File: config.mk
export PLATFORM = sky130hd
export DESIGN_NAME = command_sentence_parser_flat
export DESIGN_NICKNAME = d
export VERILOG_FILES = /design/src/design/csp_pkg.sv /design/src/design/csp_if.sv /design/src/design/csp_front.sv /design/src/design/csp_queue.sv /design/src/design/csp_back.sv /design/src/design/command_sentence_parser.sv /design/src/flat_wrapper.sv
export VERILOG_INCLUDE_DIRS = /design/src /design/src/design
export SDC_FILE = /design/constraint.sdc
export NUM_CORES = 1
export LEC_CHECK = 0
export BUFFER_PORTS_ARGS = -buffer_cell sky130_fd_sc_hd__buf_2
export CELL_PAD_IN_SITES_DETAIL_PLACEMENT = 1
export CELL_PAD_IN_SITES_GLOBAL_PLACEMENT = 1
export CORE_UTILIZATION = 53
export CTS_CLUSTER_SIZE = 40
export DETAILED_ROUTE_END_ITERATION = 16
export PLACE_DENSITY = 0.88
export SKIP_CTS_REPAIR_TIMING = 1
export SYNTH_ARGS = -nofsm -noshare
export SYNTH_HDL_FRONTEND = slang
export SYNTH_SLANG_ARGS = --single-unit
File: constraint.sdc
create_clock -name clock -period 13 [get_ports clock]
set_clock_uncertainty 0.1 [all_clocks]
set_input_delay 1.3 -clock clock [delete_from_list [all_inputs] [get_ports clock]]
set_output_delay 1.3 -clock clock [all_outputs]
set_load 0.05 [all_outputs]
File: src/design/command_sentence_parser_macros.svh
// ----------------------------------------------------------------------------
// Command sentence parser assertion macros
// Concurrent assertion shorthands, clocked on clock and quiet during reset.
// ----------------------------------------------------------------------------
`ifndef COMMAND_SENTENCE_PARSER_MACROS_SVH
`define COMMAND_SENTENCE_PARSER_MACROS_SVH

// same-cycle implication
`define CSP_ASSERT_IMPLY(label, cond, prop, msg) \
   label: assert property (@(posedge clock) disable iff (reset) (cond) |-> (prop)) \
      else $error(msg);

// next-cycle implication
`define CSP_ASSERT_NEXT(label, cond, prop, msg) \
   label: assert property (@(posedge clock) disable iff (reset) (cond) |=> (prop)) \
      else $error(msg);

`endif

File: src/design/csp_pkg.sv
`timescale 1ns / 1ps
// ----------------------------------------------------------------------------
// csp_pkg
// Shared constants, types and decode functions of the command sentence parser.
// ----------------------------------------------------------------------------
package csp_pkg;

   localparam int MAX_FIELDS  = 16;
   localparam int FRAC_DIGITS = 3;

   localparam int FIELD_CNT_W = $clog2(MAX_FIELDS);
   localparam int FRAC_CNT_W  = $clog2(FRAC_DIGITS + 2);
   localparam int SCALE_W     = $clog2(10 ** FRAC_DIGITS + 1);
   localparam int ACC_W       = 32;
   localparam int PROD_W      = ACC_W + SCALE_W;

   localparam int QUEUE_DEPTH = 4;
   localparam int QUEUE_PTR_W = $clog2(QUEUE_DEPTH);

   localparam logic [ACC_W-1:0] SAT_MAG = 32'h8000_0000;
   localparam logic [ACC_W-1:0] POS_MAX = 32'h7fff_ffff;

   // ASCII
   localparam logic [7:0] CH_DOLLAR  = 8'h24;
   localparam logic [7:0] CH_STAR    = 8'h2a;
   localparam logic [7:0] CH_COMMA   = 8'h2c;
   localparam logic [7:0] CH_PLUS    = 8'h2b;
   localparam logic [7:0] CH_MINUS   = 8'h2d;
   localparam logic [7:0] CH_DOT     = 8'h2e;
   localparam logic [7:0] CH_SPACE   = 8'h20;
   localparam logic [7:0] CH_TAB     = 8'h09;
   localparam logic [7:0] CH_CR      = 8'h0d;
   localparam logic [7:0] CH_ZERO    = 8'h30;
   localparam logic [7:0] CH_NINE    = 8'h39;
   localparam logic [7:0] CH_UPPER_A = 8'h41;
   localparam logic [7:0] CH_UPPER_F = 8'h46;
   localparam logic [7:0] CH_LOWER_A = 8'h61;
   localparam logic [7:0] CH_LOWER_F = 8'h66;

   localparam logic [4:0] HEX_BAD = 5'h10;

   // letters are held first-received in the low byte
   localparam logic [23:0] TAG_CVW = {"W", "V", "C"};
   localparam logic [23:0] TAG_DPV = {"V", "P", "D"};
   localparam logic [23:0] TAG_SWV = {"V", "W", "S"};
   localparam logic [23:0] TAG_CMD = {"D", "M", "C"};
   localparam logic [23:0] TAG_RUN = {"N", "U", "R"};
   localparam logic [23:0] TAG_CHK = {"K", "H", "C"};
   localparam logic [23:0] TAG_DIE = {"E", "I", "D"};
   localparam logic [23:0] TAG_TIA = {"A", "I", "T"};
   localparam logic [23:0] TAG_CUR = {"R", "U", "C"};

   localparam logic RESULT_FIELD = 1'b0;
   localparam logic RESULT_END   = 1'b1;

   localparam logic [1:0] ERR_NONE        = 2'd0;
   localparam logic [1:0] ERR_UNKNOWN_CMD = 2'd1;
   localparam logic [1:0] ERR_BAD_HEX     = 2'd2;

   typedef enum logic [1:0] {
      PH_IDLE,
      PH_BODY,
      PH_HEX_HI,
      PH_HEX_LO
   } phase_type;

   typedef enum logic [3:0] {
      CMD_NONE = 4'd0,
      CMD_CVW  = 4'd1,
      CMD_DPV  = 4'd2,
      CMD_SWV  = 4'd3,
      CMD_RUN  = 4'd4,
      CMD_CHK  = 4'd5,
      CMD_DIE  = 4'd6,
      CMD_TIA  = 4'd7,
      CMD_CUR  = 4'd8
   } command_type;

   typedef enum logic [1:0] {
      FK_NONE,
      FK_FIXED,
      FK_INTEGER
   } field_kind_type;

   // one item handed from the parser to the result stage
   typedef struct packed {
      logic                   kind;
      logic [FIELD_CNT_W-1:0] index;
      logic [ACC_W-1:0]       accum;
      logic [FRAC_CNT_W-1:0]  frac;
      logic                   neg;
      command_type            cmd;
      logic                   checksum_ok;
      logic [1:0]             error_code;
   } csp_event_type;

   function automatic command_type decode_command(input logic [47:0] letters);
      command_type c;
      c = CMD_NONE;
      if (letters[23:0] == TAG_CVW) c = CMD_CVW;
      else if (letters[23:0] == TAG_DPV) c = CMD_DPV;
      else if (letters[23:0] == TAG_SWV) c = CMD_SWV;
      else if (letters[23:0] == TAG_CMD) begin
         if (letters[47:24] == TAG_RUN) c = CMD_RUN;
         else if (letters[47:24] == TAG_CHK) c = CMD_CHK;
         else if (letters[47:24] == TAG_DIE) c = CMD_DIE;
         else if (letters[47:24] == TAG_TIA) c = CMD_TIA;
         else if (letters[47:24] == TAG_CUR) c = CMD_CUR;
      end
      return c;
   endfunction

   function automatic field_kind_type field_kind(input command_type cmd,
                                                 input logic [FIELD_CNT_W-1:0] idx);
      field_kind_type k;
      unique case (cmd)
         CMD_CVW: begin
            if (idx >= FIELD_CNT_W'(6)) k = FK_NONE;
            else if (idx == '0 || idx == FIELD_CNT_W'(5)) k = FK_INTEGER;
            else k = FK_FIXED;
         end
         CMD_DPV: begin
            if (idx >= FIELD_CNT_W'(9)) k = FK_NONE;
            else if (idx == '0 || idx >= FIELD_CNT_W'(5)) k = FK_INTEGER;
            else k = FK_FIXED;
         end
         CMD_SWV: begin
            if (idx >= FIELD_CNT_W'(7)) k = FK_NONE;
            else if (idx == '0 || idx == FIELD_CNT_W'(6)) k = FK_INTEGER;
            else k = FK_FIXED;
         end
         CMD_TIA, CMD_CUR: begin
            k = (idx == FIELD_CNT_W'(1)) ? FK_INTEGER : FK_NONE;
         end
         default: k = FK_NONE;
      endcase
      return k;
   endfunction

   function automatic logic [4:0] hex_value(input logic [7:0] c);
      logic [4:0] v;
      if (c >= CH_ZERO && c <= CH_NINE) v = {1'b0, c[3:0]};
      else if (c >= CH_UPPER_A && c <= CH_UPPER_F) v = {1'b0, 4'(c - CH_UPPER_A + 8'd10)};
      else if (c >= CH_LOWER_A && c <= CH_LOWER_F) v = {1'b0, 4'(c - CH_LOWER_A + 8'd10)};
      else v = HEX_BAD;
      return v;
   endfunction

   // 10 ** (FRAC_DIGITS - frac): pads the missing fraction digits
   function automatic logic [SCALE_W-1:0] scale_for(input logic [FRAC_CNT_W-1:0] frac);
      logic [SCALE_W-1:0] s;
      s = SCALE_W'(1);
      for (int i = 0; i < FRAC_DIGITS; i++) begin
         if (FRAC_CNT_W'(i) >= frac) s = SCALE_W'(s * 10);
      end
      return s;
   endfunction

endpackage

File: src/design/csp_if.sv
`timescale 1ns / 1ps
// ----------------------------------------------------------------------------
// csp_req_if / csp_rsp_if
// Valid/ready channels carrying sentence bytes in and parse results out.
// ----------------------------------------------------------------------------
interface csp_req_if;
   logic       valid;
   logic       ready;
   logic [7:0] rx_byte;

   modport source (output valid, output rx_byte, input ready);
   modport sink   (input valid, input rx_byte, output ready);
endinterface

interface csp_rsp_if;
   logic               valid;
   logic               ready;
   logic               result_kind;
   logic [3:0]         field_index;
   logic signed [31:0] field_value;
   logic [3:0]         command_code;
   logic               checksum_ok;
   logic [1:0]         error_code;

   modport source (output valid, output result_kind, output field_index,
                   output field_value, output command_code, output checksum_ok,
                   output error_code, input ready);
   modport sink   (input valid, input result_kind, input field_index,
                   input field_value, input command_code, input checksum_ok,
                   input error_code, output ready);
endinterface

File: src/design/csp_front.sv
`timescale 1ns / 1ps
// ----------------------------------------------------------------------------
// csp_front
// Byte-wise sentence parser: framing, checksum, command letters, number
// accumulation. Pushes one item per field result or end of sentence.
// ----------------------------------------------------------------------------
module csp_front (
   input  logic                   clock,
   input  logic                   reset,
   csp_req_if.sink                req_chan,
   input  logic                   q_space,
   output logic                   ev_push,
   output csp_pkg::csp_event_type ev
);

   csp_pkg::phase_type                  phase_ff, phase_in;
   logic [7:0]                          xor_ff, xor_in;
   logic [7:0]                          pos_ff, pos_in;
   logic [47:0]                         letters_ff, letters_in;
   logic [csp_pkg::FIELD_CNT_W-1:0]     field_cnt_ff, field_cnt_in;
   logic [csp_pkg::ACC_W-1:0]           accum_ff, accum_in;
   logic [csp_pkg::FRAC_CNT_W-1:0]      frac_cnt_ff, frac_cnt_in;
   logic                                neg_ff, neg_in;
   logic                                frac_ff, frac_in;
   logic                                stop_ff, stop_in;
   logic                                token_ff, token_in;
   logic                                past_ff, past_in;
   logic                                begun_ff, begun_in;
   logic [4:0]                          high_nib_ff, high_nib_in;

   logic [7:0]                          b;
   logic                                accept;
   logic [7:0]                          pos_step;
   logic [47:0]                         letters_step;
   csp_pkg::command_type                cmd_now;
   csp_pkg::field_kind_type             kind_now;
   logic                                is_digit;
   logic                                is_space;
   logic [csp_pkg::ACC_W+3:0]           mac_sum;
   logic [csp_pkg::ACC_W-1:0]           mac_val;
   logic [4:0]                          lo_nib;
   logic                                hex_bad;

   assign req_chan.ready = q_space;
   assign accept = req_chan.valid && q_space;
   assign b = req_chan.rx_byte;

   assign pos_step = (pos_ff != 8'hff) ? pos_ff + 8'd1 : pos_ff;

   always_comb begin
      letters_step = letters_ff;
      case (pos_step)
         8'd1:    letters_step[7:0]   = b;
         8'd2:    letters_step[15:8]  = b;
         8'd3:    letters_step[23:16] = b;
         8'd5:    letters_step[31:24] = b;
         8'd6:    letters_step[39:32] = b;
         8'd7:    letters_step[47:40] = b;
         default: letters_step = letters_ff;
      endcase
   end

   assign cmd_now  = csp_pkg::decode_command(letters_step);
   assign kind_now = csp_pkg::field_kind(cmd_now, field_cnt_ff);

   assign is_digit = (b >= csp_pkg::CH_ZERO) && (b <= csp_pkg::CH_NINE);
   assign is_space = (b == csp_pkg::CH_SPACE) ||
                     ((b >= csp_pkg::CH_TAB) && (b <= csp_pkg::CH_CR));

   // accum * 10 + digit, clamped at the magnitude of the most negative value
   assign mac_sum = ((csp_pkg::ACC_W+4)'(accum_ff) << 3) + ((csp_pkg::ACC_W+4)'(accum_ff) << 1)
                    + (csp_pkg::ACC_W+4)'(b[3:0]);
   assign mac_val = (mac_sum > (csp_pkg::ACC_W+4)'(csp_pkg::SAT_MAG)) ? csp_pkg::SAT_MAG
                                                                     : mac_sum[csp_pkg::ACC_W-1:0];

   assign lo_nib  = csp_pkg::hex_value(b);
   assign hex_bad = high_nib_ff[4] || lo_nib[4];

   always_comb begin
      phase_in     = phase_ff;
      xor_in       = xor_ff;
      pos_in       = pos_ff;
      letters_in   = letters_ff;
      field_cnt_in = field_cnt_ff;
      accum_in     = accum_ff;
      frac_cnt_in  = frac_cnt_ff;
      neg_in       = neg_ff;
      frac_in      = frac_ff;
      stop_in      = stop_ff;
      token_in     = token_ff;
      past_in      = past_ff;
      begun_in     = begun_ff;
      high_nib_in  = high_nib_ff;
      ev_push      = 1'b0;
      ev           = '0;
      ev.kind      = csp_pkg::RESULT_FIELD;
      ev.index     = field_cnt_ff;
      ev.accum     = accum_ff;
      ev.frac      = frac_cnt_ff;
      ev.neg       = neg_ff;
      ev.cmd       = cmd_now;

      if (accept) begin
         if (b == csp_pkg::CH_DOLLAR) begin
            phase_in     = csp_pkg::PH_BODY;
            xor_in       = '0;
            pos_in       = '0;
            letters_in   = '0;
            field_cnt_in = '0;
            accum_in     = '0;
            frac_cnt_in  = '0;
            neg_in       = 1'b0;
            frac_in      = 1'b0;
            stop_in      = 1'b0;
            token_in     = 1'b0;
            past_in      = 1'b0;
            begun_in     = 1'b0;
            high_nib_in  = '0;
         end else if (phase_ff != csp_pkg::PH_IDLE) begin
            pos_in     = pos_step;
            letters_in = letters_step;
            unique case (phase_ff)
               csp_pkg::PH_BODY: begin
                  if (b == csp_pkg::CH_STAR) begin
                     phase_in = csp_pkg::PH_HEX_HI;
                     // the open field is closed by the star, even when empty
                     ev_push  = past_ff && (kind_now != csp_pkg::FK_NONE);
                  end else begin
                     xor_in = xor_ff ^ b;
                     if (b == csp_pkg::CH_COMMA) begin
                        if (!past_ff || token_ff) begin
                           if (past_ff) begin
                              ev_push = (kind_now != csp_pkg::FK_NONE);
                              if (field_cnt_ff != csp_pkg::FIELD_CNT_W'(csp_pkg::MAX_FIELDS - 1))
                                 field_cnt_in = field_cnt_ff + 1'b1;
                           end
                           past_in     = 1'b1;
                           token_in    = 1'b0;
                           neg_in      = 1'b0;
                           frac_in     = 1'b0;
                           stop_in     = 1'b0;
                           accum_in    = '0;
                           frac_cnt_in = '0;
                           begun_in    = 1'b0;
                        end
                        // empty field: nothing moves
                     end else begin
                        token_in = 1'b1;
                        if (past_ff && !stop_ff) begin
                           if (!begun_ff && is_space) begin
                              begun_in = 1'b0;
                           end else if (!begun_ff && b == csp_pkg::CH_MINUS) begin
                              begun_in = 1'b1;
                              neg_in   = 1'b1;
                           end else if (!begun_ff && b == csp_pkg::CH_PLUS) begin
                              begun_in = 1'b1;
                           end else begin
                              begun_in = 1'b1;
                              if (is_digit) begin
                                 if (!frac_ff) begin
                                    accum_in = mac_val;
                                 end else if (frac_cnt_ff <
                                              csp_pkg::FRAC_CNT_W'(csp_pkg::FRAC_DIGITS)) begin
                                    accum_in    = mac_val;
                                    frac_cnt_in = frac_cnt_ff + 1'b1;
                                 end
                              end else if (b == csp_pkg::CH_DOT && !frac_ff &&
                                           kind_now != csp_pkg::FK_INTEGER) begin
                                 frac_in = 1'b1;
                              end else begin
                                 stop_in = 1'b1;
                              end
                           end
                        end
                     end
                  end
               end
               csp_pkg::PH_HEX_HI: begin
                  high_nib_in = lo_nib;
                  phase_in    = csp_pkg::PH_HEX_LO;
               end
               csp_pkg::PH_HEX_LO: begin
                  phase_in       = csp_pkg::PH_IDLE;
                  ev_push        = 1'b1;
                  ev.kind        = csp_pkg::RESULT_END;
                  ev.index       = '0;
                  ev.accum       = '0;
                  ev.frac        = '0;
                  ev.neg         = 1'b0;
                  ev.checksum_ok = !hex_bad && ({high_nib_ff[3:0], lo_nib[3:0]} == xor_ff);
                  if (cmd_now == csp_pkg::CMD_NONE) ev.error_code = csp_pkg::ERR_UNKNOWN_CMD;
                  else if (hex_bad) ev.error_code = csp_pkg::ERR_BAD_HEX;
                  else ev.error_code = csp_pkg::ERR_NONE;
               end
               default: phase_in = phase_ff;
            endcase
         end
      end
   end

   always_ff @(posedge clock) begin
      if (reset) begin
         phase_ff <= csp_pkg::PH_IDLE;
      end else begin
         phase_ff <= phase_in;
      end
   end

   // everything else is cleared by the opening dollar before it is read
   always_ff @(posedge clock) begin
      xor_ff       <= xor_in;
      pos_ff       <= pos_in;
      letters_ff   <= letters_in;
      field_cnt_ff <= field_cnt_in;
      accum_ff     <= accum_in;
      frac_cnt_ff  <= frac_cnt_in;
      neg_ff       <= neg_in;
      frac_ff      <= frac_in;
      stop_ff      <= stop_in;
      token_ff     <= token_in;
      past_ff      <= past_in;
      begun_ff     <= begun_in;
      high_nib_ff  <= high_nib_in;
   end

endmodule

File: src/design/csp_queue.sv
`timescale 1ns / 1ps
// ----------------------------------------------------------------------------
// csp_queue
// Small FIFO between the parser and the result stage.
// ----------------------------------------------------------------------------
module csp_queue (
   input  logic                   clock,
   input  logic                   reset,
   input  logic                   push,
   input  csp_pkg::csp_event_type push_ev,
   output logic                   space,
   output logic                   q_valid,
   output csp_pkg::csp_event_type q_ev,
   input  logic                   q_ready
);

   csp_pkg::csp_event_type              entries_ff [csp_pkg::QUEUE_DEPTH];
   logic [csp_pkg::QUEUE_PTR_W-1:0]     head_ff, head_in;
   logic [csp_pkg::QUEUE_PTR_W-1:0]     tail_ff, tail_in;
   logic [csp_pkg::QUEUE_PTR_W:0]       count_ff, count_in;
   logic                                pop;

   assign space   = (count_ff != (csp_pkg::QUEUE_PTR_W+1)'(csp_pkg::QUEUE_DEPTH));
   assign q_valid = (count_ff != '0);
   assign q_ev    = entries_ff[head_ff];
   assign pop     = q_valid && q_ready;

   always_comb begin
      head_in  = pop  ? head_ff + 1'b1 : head_ff;
      tail_in  = push ? tail_ff + 1'b1 : tail_ff;
      count_in = count_ff;
      if (push && !pop) count_in = count_ff + 1'b1;
      else if (pop && !push) count_in = count_ff - 1'b1;
   end

   always_ff @(posedge clock) begin
      if (reset) begin
         head_ff  <= '0;
         tail_ff  <= '0;
         count_ff <= '0;
      end else begin
         head_ff  <= head_in;
         tail_ff  <= tail_in;
         count_ff <= count_in;
      end
   end

   always_ff @(posedge clock) begin
      if (push) begin
         entries_ff[tail_ff] <= push_ev;
      end
   end

endmodule

File: src/design/csp_back.sv
`timescale 1ns / 1ps
// ----------------------------------------------------------------------------
// csp_back
// Result stage: scales the accumulated magnitude to milli-units, saturates,
// applies the sign and holds the result in the output register.
// ----------------------------------------------------------------------------
module csp_back (
   input  logic                   clock,
   input  logic                   reset,
   input  logic                   q_valid,
   input  csp_pkg::csp_event_type q_ev,
   output logic                   q_ready,
   csp_rsp_if.source              rsp_chan
);

   logic                                a_valid_ff, a_valid_in;
   csp_pkg::csp_event_type              a_ev_ff;
   logic [csp_pkg::PROD_W-1:0]          a_prod_ff;
   logic                                rsp_valid_ff, rsp_valid_in;
   logic                                rsp_kind_ff;
   logic [3:0]                          rsp_index_ff;
   logic [csp_pkg::ACC_W-1:0]           rsp_value_ff;
   logic [3:0]                          rsp_cmd_ff;
   logic                                rsp_ok_ff;
   logic [1:0]                          rsp_err_ff;

   logic                                out_en;
   logic                                a_en;
   logic [csp_pkg::ACC_W-1:0]           mag;
   logic [csp_pkg::ACC_W-1:0]           value;

   assign out_en  = !rsp_valid_ff || rsp_chan.ready;
   assign a_en    = !a_valid_ff || out_en;
   assign q_ready = a_en;

   assign a_valid_in   = a_en ? q_valid : a_valid_ff;
   assign rsp_valid_in = out_en ? a_valid_ff : rsp_valid_ff;

   // repeated x10 with clamping collapses to one multiply and one clamp
   assign mag = (a_prod_ff > csp_pkg::PROD_W'(csp_pkg::SAT_MAG)) ? csp_pkg::SAT_MAG
                                                              : a_prod_ff[csp_pkg::ACC_W-1:0];

   always_comb begin
      if (a_ev_ff.neg) value = '0 - mag;
      else if (mag[csp_pkg::ACC_W-1]) value = csp_pkg::POS_MAX;
      else value = mag;
   end

   always_ff @(posedge clock) begin
      if (reset) begin
         a_valid_ff   <= 1'b0;
         rsp_valid_ff <= 1'b0;
      end else begin
         a_valid_ff   <= a_valid_in;
         rsp_valid_ff <= rsp_valid_in;
      end
   end

   always_ff @(posedge clock) begin
      if (a_en) begin
         a_ev_ff   <= q_ev;
         a_prod_ff <= csp_pkg::PROD_W'(q_ev.accum) *
                      csp_pkg::PROD_W'(csp_pkg::scale_for(q_ev.frac));
      end
      if (out_en) begin
         rsp_kind_ff  <= a_ev_ff.kind;
         rsp_index_ff <= a_ev_ff.index[3:0];
         rsp_value_ff <= value;
         rsp_cmd_ff   <= 4'(a_ev_ff.cmd);
         rsp_ok_ff    <= a_ev_ff.checksum_ok;
         rsp_err_ff   <= a_ev_ff.error_code;
      end
   end

   assign rsp_chan.valid        = rsp_valid_ff;
   assign rsp_chan.result_kind  = rsp_kind_ff;
   assign rsp_chan.field_index  = rsp_index_ff;
   assign rsp_chan.field_value  = $signed(rsp_value_ff);
   assign rsp_chan.command_code = rsp_cmd_ff;
   assign rsp_chan.checksum_ok  = rsp_ok_ff;
   assign rsp_chan.error_code   = rsp_err_ff;

endmodule

File: src/design/command_sentence_parser.sv
`timescale 1ns / 1ps
// ----------------------------------------------------------------------------
// command_sentence_parser
// Streaming parser for '$'-framed, comma-separated command sentences with an
// XOR checksum, giving fixed-point field values and an end-of-sentence status.
// ----------------------------------------------------------------------------
// Takes one byte per clock, every clock, for as long as results are taken.
// The parser front end settles each byte in the cycle it is accepted and
// pushes at most one item into a four-entry queue; the result stage pops one
// item per cycle while its output is taken, scales it to milli-units in a
// registered multiply, then saturates and signs it into the output register,
// from which it shows on rsp_chan. req_chan.ready falls only when the queue
// is full, which takes a stalled result side.
`include "command_sentence_parser_macros.svh"

module command_sentence_parser (
   input  logic      clock,
   input  logic      reset,
   csp_req_if.sink   req_chan,
   csp_rsp_if.source rsp_chan
);

   logic                   q_space;
   logic                   ev_push;
   csp_pkg::csp_event_type ev;
   logic                   q_valid;
   csp_pkg::csp_event_type q_ev;
   logic                   q_ready;

   logic                   rsp_is_end;
   logic                   rsp_is_field;
   logic                   rsp_bad_hex;
   logic                   end_fields_zero;
   logic                   field_cmd_known;

   csp_front u_front (
      .clock    (clock),
      .reset    (reset),
      .req_chan (req_chan),
      .q_space  (q_space),
      .ev_push  (ev_push),
      .ev       (ev)
   );

   csp_queue u_queue (
      .clock   (clock),
      .reset   (reset),
      .push    (ev_push),
      .push_ev (ev),
      .space   (q_space),
      .q_valid (q_valid),
      .q_ev    (q_ev),
      .q_ready (q_ready)
   );

   csp_back u_back (
      .clock    (clock),
      .reset    (reset),
      .q_valid  (q_valid),
      .q_ev     (q_ev),
      .q_ready  (q_ready),
      .rsp_chan (rsp_chan)
   );

   assign rsp_is_end      = rsp_chan.valid && (rsp_chan.result_kind == csp_pkg::RESULT_END);
   assign rsp_is_field    = rsp_chan.valid && (rsp_chan.result_kind == csp_pkg::RESULT_FIELD);
   assign rsp_bad_hex     = rsp_chan.valid && (rsp_chan.error_code == csp_pkg::ERR_BAD_HEX);
   assign end_fields_zero = (rsp_chan.field_index == 4'd0) && (rsp_chan.field_value == 32'sd0);
   assign field_cmd_known = (rsp_chan.command_code == csp_pkg::CMD_CVW) ||
                            (rsp_chan.command_code == csp_pkg::CMD_DPV) ||
                            (rsp_chan.command_code == csp_pkg::CMD_SWV) ||
                            (rsp_chan.command_code == csp_pkg::CMD_TIA) ||
                            (rsp_chan.command_code == csp_pkg::CMD_CUR);

   `CSP_ASSERT_IMPLY(a_no_overflow, ev_push, q_space, "item pushed into a full queue")
   `CSP_ASSERT_NEXT(a_push_held, ev_push && !(q_valid && q_ready), q_valid, "pushed item lost")
   `CSP_ASSERT_IMPLY(a_end_clean, rsp_is_end, end_fields_zero, "end item with field data")
   `CSP_ASSERT_IMPLY(a_field_cmd, rsp_is_field, field_cmd_known, "field item, fieldless command")
   `CSP_ASSERT_IMPLY(a_bad_hex, rsp_bad_hex, !rsp_chan.checksum_ok, "bad hex with checksum good")

endmodule

File: src/flat_wrapper.sv
// flat-port wrapper written by rule: the top's interface ports become plain ports
module command_sentence_parser_flat 
  (clock, reset, req_chan_valid, req_chan_rx_byte, req_chan_ready, rsp_chan_valid, rsp_chan_result_kind, rsp_chan_field_index, rsp_chan_field_value, rsp_chan_command_code, rsp_chan_checksum_ok, rsp_chan_error_code, rsp_chan_ready);
  csp_req_if req_chan_i ();
  csp_rsp_if rsp_chan_i ();
  input  logic clock;
  input  logic reset;
  input wire logic [$bits(req_chan_i.valid)-1:0] req_chan_valid;
  input wire logic [$bits(req_chan_i.rx_byte)-1:0] req_chan_rx_byte;
  output wire logic [$bits(req_chan_i.ready)-1:0] req_chan_ready;
  output wire logic [$bits(rsp_chan_i.valid)-1:0] rsp_chan_valid;
  output wire logic [$bits(rsp_chan_i.result_kind)-1:0] rsp_chan_result_kind;
  output wire logic [$bits(rsp_chan_i.field_index)-1:0] rsp_chan_field_index;
  output wire logic [$bits(rsp_chan_i.field_value)-1:0] rsp_chan_field_value;
  output wire logic [$bits(rsp_chan_i.command_code)-1:0] rsp_chan_command_code;
  output wire logic [$bits(rsp_chan_i.checksum_ok)-1:0] rsp_chan_checksum_ok;
  output wire logic [$bits(rsp_chan_i.error_code)-1:0] rsp_chan_error_code;
  input wire logic [$bits(rsp_chan_i.ready)-1:0] rsp_chan_ready;
  assign req_chan_i.valid = req_chan_valid;
  assign req_chan_i.rx_byte = req_chan_rx_byte;
  assign req_chan_ready = req_chan_i.ready;
  assign rsp_chan_valid = rsp_chan_i.valid;
  assign rsp_chan_result_kind = rsp_chan_i.result_kind;
  assign rsp_chan_field_index = rsp_chan_i.field_index;
  assign rsp_chan_field_value = rsp_chan_i.field_value;
  assign rsp_chan_command_code = rsp_chan_i.command_code;
  assign rsp_chan_checksum_ok = rsp_chan_i.checksum_ok;
  assign rsp_chan_error_code = rsp_chan_i.error_code;
  assign rsp_chan_i.ready = rsp_chan_ready;
  command_sentence_parser u_core (.clock(clock), .reset(reset), .req_chan(req_chan_i), .rsp_chan(rsp_chan_i));
endmodule
==> out/results.ini, run 1 <==
[critical_path]
cp_max_fo = 63
crit_type = register to register
arrival_ns = 11.00
reg2reg_depth = 26
cp.required_ns = 13.24
timing.rr.end = u_core.u_back.a_prod_ff[40]
r2r_slack_ns = 2.24
end_kind = register
start_kind = register

[logic_synthesis]
synth_top_area_cell = edfxtp_1
synth_fp_nets = 3061
synth-seq-cells = 418
yosysSeqAreaShare_pct = 41.40
synth-async-reset-ratio_pct = 0
yosys_warnings = 0
ys_types = 97
synthFlopType = edfxtp_1
synth_edf_count = 405
synth_top_area_share_pct = 40.53
netlist_instances = 2642
synth_area_leaders = edfxtp_1, fa_1, ha_1, nand2_1, mux4_2
syn_area_um2 = 30000
syn_avg_cell_area_um2 = 11.36

[global_route]
met2_usage_pct = 57.36
grt_max_degree = 66
grt.busiest_layer = met2
use_met1_pct = 37.38
gr-usage-all-layers_pct = 32.01
use_met3_pct = 4.386
grt_first_pass_wirelength_um = 140000
antenna_found_initial = 0
grt_pass1_vias = 24436
grt.overflow.total = 0

[clock_tree]
cts_tree = done
htree_num_levels = 2
clock_sinks = 418
cts_root_buf = clkbuf_16
cts_buffers = 45
cts.clk_slew.worst_paths_ns = 0.07
cts.path.max_buffers = 3
insertion_delay_ns = 0.61

[layout]
drive_gt1_share_pct = 9.548
layout_commonest_cell = edfxtp_1
utilization_pct = 58.59
fin_nets = 3090
area_growth_pct = 8.419
layout_common_cells = edfxtp_1, nand2_1, fa_1
final_area_um2 = 32530
diodes = 0

[floorplan]
rows = 86
die_area_um2 = 57570
core_area_um2 = 55520
io_pins = 58
die_w_um = 239.9
fp.dieH_um = 239.9
start_util_pct = 54.04

[sta]
max_freq_mhz = 92.90
slew-limit-headroom_pct = 15.09
min_period_ns = 10.76
post-route-period-util_pct = 82.81
finalSetupViolations = 0
hold_viol = 0
rsz0062_at_grt = no
drv_slew = 0
tightest_slew_ns = 1.271
tns_ns = 0

[routing]
drtAntennaViolNets = 0
drt-total-wl_um = 90270
drc = 0
route.vias.total = 21994
wire_per_inst_um = 26.17
avgViaCountPerCell = 6.375
dr.pass1.iters = 6
dr.first_iter.drc_count = 1816

[min_path]
hp-class = register to register
hold_start = u_core.u_back.a_ev_ff[6]
holdPathStages = 0
min_to = u_core.u_back.rsp_chan.command_code[3]

[placement]
hpwl_um = 63590
routabilityCongestion = 0.9120
port-buffer-count = 57
dpl-instance-area_um2 = 31060

[outcome]
status = complete, no violations

[run]
maxCapViolCount = 0

-- critical path, cell delays in order, from the launching register on --
cell and delay (ns):
dfxtp_4 0.56, buf_4 0.60, mux4_2 0.66, or2_2 0.38, inv_1 0.75, ha_1 0.27
and2_2 0.92, nand2_1 0.28, fa_1 0.61, inv_1 0.05, fa_1 0.50, fa_1 0.52
fa_1 0.52, fa_1 0.49, ha_1 0.38, a21o_1 0.19, a21oi_1 0.15, nor2b_1 0.08
o41ai_1 0.51, o211a_1 0.25, a21oi_1 0.11, a41oi_1 0.42, o21ai_0 0.30, a211oi_1 0.32
o21bai_1 0.13, a21oi_1 0.25, xnor2_1 0.12
-- state kept, by name, summed over array words and instances, names as in the netlist, 2 cells and up, named ones only --
register	count
u_core.u_back.a_ev_ff	13
u_core.u_back.a_prod_ff	42
u_core.u_back.rsp_chan.command_code	4
u_core.u_back.rsp_chan.error_code	2
u_core.u_back.rsp_chan.field_index	4
u_core.u_back.rsp_chan.field_value	32
u_core.u_front.accum_ff	32
u_core.u_front.field_cnt_ff	4
u_core.u_front.frac_cnt_ff	3
u_core.u_front.high_nib_ff	5
u_core.u_front.letters_ff	48
u_core.u_front.phase_ff	2
u_core.u_front.pos_ff	8
u_core.u_front.xor_ff	8
u_core.u_queue.count_ff	3
u_core.u_queue.entries_ff	192
u_core.u_queue.head_ff	2
u_core.u_queue.tail_ff	2
-- worst max path at each step --
| stage | start | to | slack (ns) |
|---|---|---|---|
| 2_1_floorplan | req_chan_rx_byte[6] | u_core.u_front.accum_ff[0] | 3.53 |
| 3_3_place_gp | register | u_core.u_back.a_prod_ff[41] | 2.78 |
| 3_5_place_dp | register | u_core.u_back.a_prod_ff[40] | 2.35 |
| 4_1_cts | register | u_core.u_back.a_prod_ff[40] | 2.21 |
| 5_1_grt | register | u_core.u_back.a_prod_ff[40] | 1.57 |
| 6_report | register | u_core.u_back.a_prod_ff[40] | 2.24 |
-- per-stage QoR --
step | hold WS (ns) | cells | worst slack (ns)
3_5_place_dp | 0.3064 | 3372 | 2.347
2_1_floorplan | 0.3003 | 2642 | 3.525
3_3_place_gp | 0.3054 | 3372 | 2.784
4_1_cts | 0.3206 | 3450 | 2.214
5_1_grt | 0.3347 | 3450 | 1.573
6_report | 0.3206 | 3450 | 2.235
-- logic make-up after synthesis --
kind of cell | count (synthesis) | share of synthesized area (%)
mux | 64 | 4.091
buf+inv | 309 | 3.949
fa+ha+maj | 407 | 23.00
xor+xnor | 97 | 2.832
flops | 418 | 41.40
simple gates | 873 | 14.50
compound gates | 474 | 10.22
-- final cells by class --
cell class,instances,area (um^2)
clock buffers,58,1175
flip-flops and latches,418,12430
inverters,211,792.0
clock inverters,20,291.5
multi-input cells,1915,16450
well taps,748,935.9
repair buffers,80,457.9
fillers,5751,22990
-- cells in the mapped netlist, types with 8 or more instances --
library cell and instances:
or2_2 10, nand3_1 56, a41oi_1 8, mux2i_1 9, xor2_1 34, nand2_1 293, a21oi_1 151, o2111ai_1 8
nor2_1 168, mux4_2 46, o21bai_1 12, a21o_1 38, dfxtp_1 13, xnor2_1 63, o21a_1 21, o31ai_1 15
fa_1 241, a22oi_1 8, nand2b_1 23, clkbuf_1 79, o21ai_0 106, edfxtp_1 405, nor2b_1 48, ha_1 166
nand4_1 16, or3_1 14, nor4_1 18, inv_1 209, or4_1 8, and2_1 109, and3_1 17, o211ai_1 9
mux2_2 8, buf_1 11, a211oi_1 13, nor3_1 40
-- layer usage --
| layer | routed length, um | vias to the layer above | share of wire (%) |
|---|---|---|---|
| li1 | - | 9434 | - |
| met1 | 33560 | 11291 | 37 |
| met2 | 46780 | 951 | 52 |
| met3 | 5077 | 318 | 5.6 |
| met4 | 4853 | 0 | 5.4 |
| met5 | 0 | - | 0 |
Power of run 1 is left out: the tool's default activity adds up to more than one toggle a clock period on the data nets, which glitch-free logic cannot reach.
==> inputs of run 2 (changes only) <==
--- a/config.mk
+++ b/config.mk
@@ -9,10 +9,10 @@
 export BUFFER_PORTS_ARGS = -buffer_cell sky130_fd_sc_hd__buf_2
 export CELL_PAD_IN_SITES_DETAIL_PLACEMENT = 1
 export CELL_PAD_IN_SITES_GLOBAL_PLACEMENT = 1
-export CORE_UTILIZATION = 53
+export CORE_UTILIZATION = 48
 export CTS_CLUSTER_SIZE = 40
 export DETAILED_ROUTE_END_ITERATION = 16
-export PLACE_DENSITY = 0.88
+export PLACE_DENSITY = 0.84
 export SKIP_CTS_REPAIR_TIMING = 1
 export SYNTH_ARGS = -nofsm -noshare
 export SYNTH_HDL_FRONTEND = slang
==> constraint.sdc (replaced) <==
create_clock -name clock -period 9 [get_ports clock]
set_clock_uncertainty 0.1 [all_clocks]
set_input_delay 0.9 -clock clock [delete_from_list [all_inputs] [get_ports clock]]
set_output_delay 0.9 -clock clock [all_outputs]
set_load 0.05 [all_outputs]
==> run 2 against run 1 <==
Non-clock buffer count up 14. Sequential share of layout area down 0.38 points. Critical path type unchanged. Register-to-register slack worse by 1.8 ns.
==> out/results.ini, run 2 (same netlist as run 1, synthesis figures left out) <==
[critical_path]
critPathCapture = u_core.u_back.a_prod_ff[40]  ; unchanged
crit_slowest_cell = mux4_2  ; was and2_2
start_kind = register  ; unchanged
timing.rr.end = u_core.u_back.a_prod_ff[40]  ; unchanged
arrival_ns = 8.87  ; was 11.00 ns
cp.required_ns = 9.25  ; was 13.24 ns
max_stage_delay_ns = 0.61  ; was 0.92 ns
critical-path-top-delay-family = adder cells  ; unchanged
cp_common_cell = fa_1  ; unchanged
crit_type = register to register  ; unchanged
path_buf_inv = 4  ; was 3
end_kind = register  ; unchanged
reg2reg_depth = 28  ; was 26
cp_max_fo = 31  ; was 63
cp.depth = 28  ; was 26
r2r_slack_ns = 0.39  ; was 2.24 ns

[placement]
hpwl_um = 59900  ; was 63,590 um
routabilityCongestion = 0.8881  ; was 0.9120
port-buffer-count = 57  ; unchanged

[sta]
finalSetupViolations = 0  ; unchanged
tns_ns = 0  ; unchanged
max_freq_mhz = 116.1  ; was 92.90 MHz
drv_slew = 0  ; unchanged
post-route-period-util_pct = 95.69  ; was 82.81%
rsz0062_at_grt = no  ; unchanged
hold_viol = 0  ; unchanged
slew-limit-headroom_pct = 13.19  ; was 15.09%
min_period_ns = 8.612  ; was 10.76 ns
tightest_slew_ns = 1.289  ; was 1.271 ns

[global_route]
antenna_found_initial = 1  ; was 0
grt_pass1_vias = 23868  ; was 24,436
use_met3_pct = 3.631  ; was 4.386%
gr-usage-all-layers_pct = 27.24  ; was 32.01%
grt_max_degree = 61  ; was 66
use_met1_pct = 32.45  ; was 37.38%
grt.busiest_layer = met2  ; unchanged
grt.overflow.total = 0  ; unchanged
grt_first_pass_wirelength_um = 134700  ; was 140,000 um
met2_usage_pct = 49.85  ; was 57.36%

[floorplan]
start_util_pct = 48.62  ; was 54.04%
io_pins = 58  ; unchanged
fp.dieH_um = 252.0  ; was 239.9 um
core_area_um2 = 61710  ; was 55,520 um^2
die_area_um2 = 63510  ; was 57,570 um^2
die_w_um = 252.0  ; was 239.9 um
rows = 91  ; was 86

[routing]
dr.pass1.iters = 6  ; unchanged
route.vias.total = 21440  ; was 21,994
drt-total-wl_um = 86090  ; was 90,270 um
wire_per_inst_um = 24.18  ; was 26.17 um
dr.first_iter.drc_count = 1404  ; was 1,816
drc = 0  ; unchanged
avgViaCountPerCell = 6.021  ; was 6.375
drtAntennaViolNets = 0  ; unchanged

[min_path]
hp-class = register to register  ; unchanged

[clock_tree]
htree_num_levels = 2  ; unchanged
cts.path.max_buffers = 3  ; unchanged
cts_tree = done  ; unchanged
cts_buffers = 46  ; was 45
cts.clk_slew.worst_paths_ns = 0.07  ; about the same
cts_root_buf = clkbuf_16  ; unchanged
clock_sinks = 418  ; unchanged
insertion_delay_ns = 0.63  ; was 0.61 ns

[outcome]
status = complete, no violations  ; unchanged

[layout]
fin_nets = 3105  ; was 3,090
reg.largest.list = u_core.u_queue.entries_ff: 192 flops, u_core.u_front.letters_ff: 48 flops, u_core.u_back.a_prod_ff: 42 flops  ; unchanged
n_fill_cell = 6505  ; was 5,751
largest_reg_flops = 192  ; unchanged
diodes = 0  ; unchanged
largest-register = u_core.u_queue.entries_ff  ; unchanged
drive_gt1_share_pct = 10.68  ; was 9.548%
area_growth_pct = 9.516  ; was 8.419%
layout_commonest_cell = edfxtp_1  ; unchanged
utilization_pct = 53.25  ; was 58.59%
layout_common_cells = edfxtp_1, nand2_1, fa_1  ; unchanged

[run]
maxCapViolCount = 0  ; unchanged

run 2: cell types whose count changed in the layout (fill, tap and decap cells not counted), moves of 2 or more:
cell / previous run / this run
clkinv_1: 4 / 7
buf_4: 23 / 37
clkinvlp_4: 3 / 8
clkbuf_1: 13 / 3
inv_6: 2 / 4
clkinv_2: 3 / 9
bufinv_16: 6 / 4
run 2: metrics by stage:
step / cells / area [um^2] / hold slack [ns] / worst slack (ns)
global placement: 3475 / 31280 / 0.3053 / 0.5341
detailed placement: 3475 / 31280 / 0.3070 / 0.1429
floorplan: 2642 / 30010 / 0.3003 / 0.5696
global route: 3561 / 32860 / 0.3482 / 0.03067
finish: 3561 / 32860 / 0.3330 / 0.3882
CTS: 3561 / 32830 / 0.3354 / 0.03355
run 2: layer usage:
layer | share of wire [%] | routed length, um
met5 | 0.016 | 14
met4 | 3.6 | 3057
met3 | 5.5 | 4749
met2 | 52 | 45150
met1 | 38 | 33120
run 2: worst min path at each step:
stage	to	slack [ns]	from	depth (start not counted)
after global placement	u_core.u_back.rsp_chan.error_code[0]	0.31	u_core.u_back.a_ev_ff[0]	0
after global routing	u_core.u_back.rsp_chan.checksum_ok	0.35	u_core.u_back.a_ev_ff[2]	0
after detailed placement	u_core.u_back.rsp_chan.command_code[1]	0.31	u_core.u_back.a_ev_ff[4]	0
after CTS	u_core.u_back.rsp_chan.field_index[0]	0.34	u_core.u_back.a_ev_ff[43]	0
final	u_core.u_back.rsp_chan.command_code[2]	0.33	u_core.u_back.a_ev_ff[5]	0
after floorplan	u_core.u_back.rsp_chan.checksum_ok	0.30	u_core.u_back.a_ev_ff[2]	0
run 2: cell type report:
cell class	instances	area (um^2)	area share (%)
multi-input combinational	1915	16480	50.15
tap	837	1047	3.187
timing repair buffer	94	563.0	1.714
clock buffer	50	1176	3.579
inverter	211	792.0	2.410
sequential	418	12430	37.82
clock inverter	36	374.1	1.139
Power of run 2 is left out for the same reason.
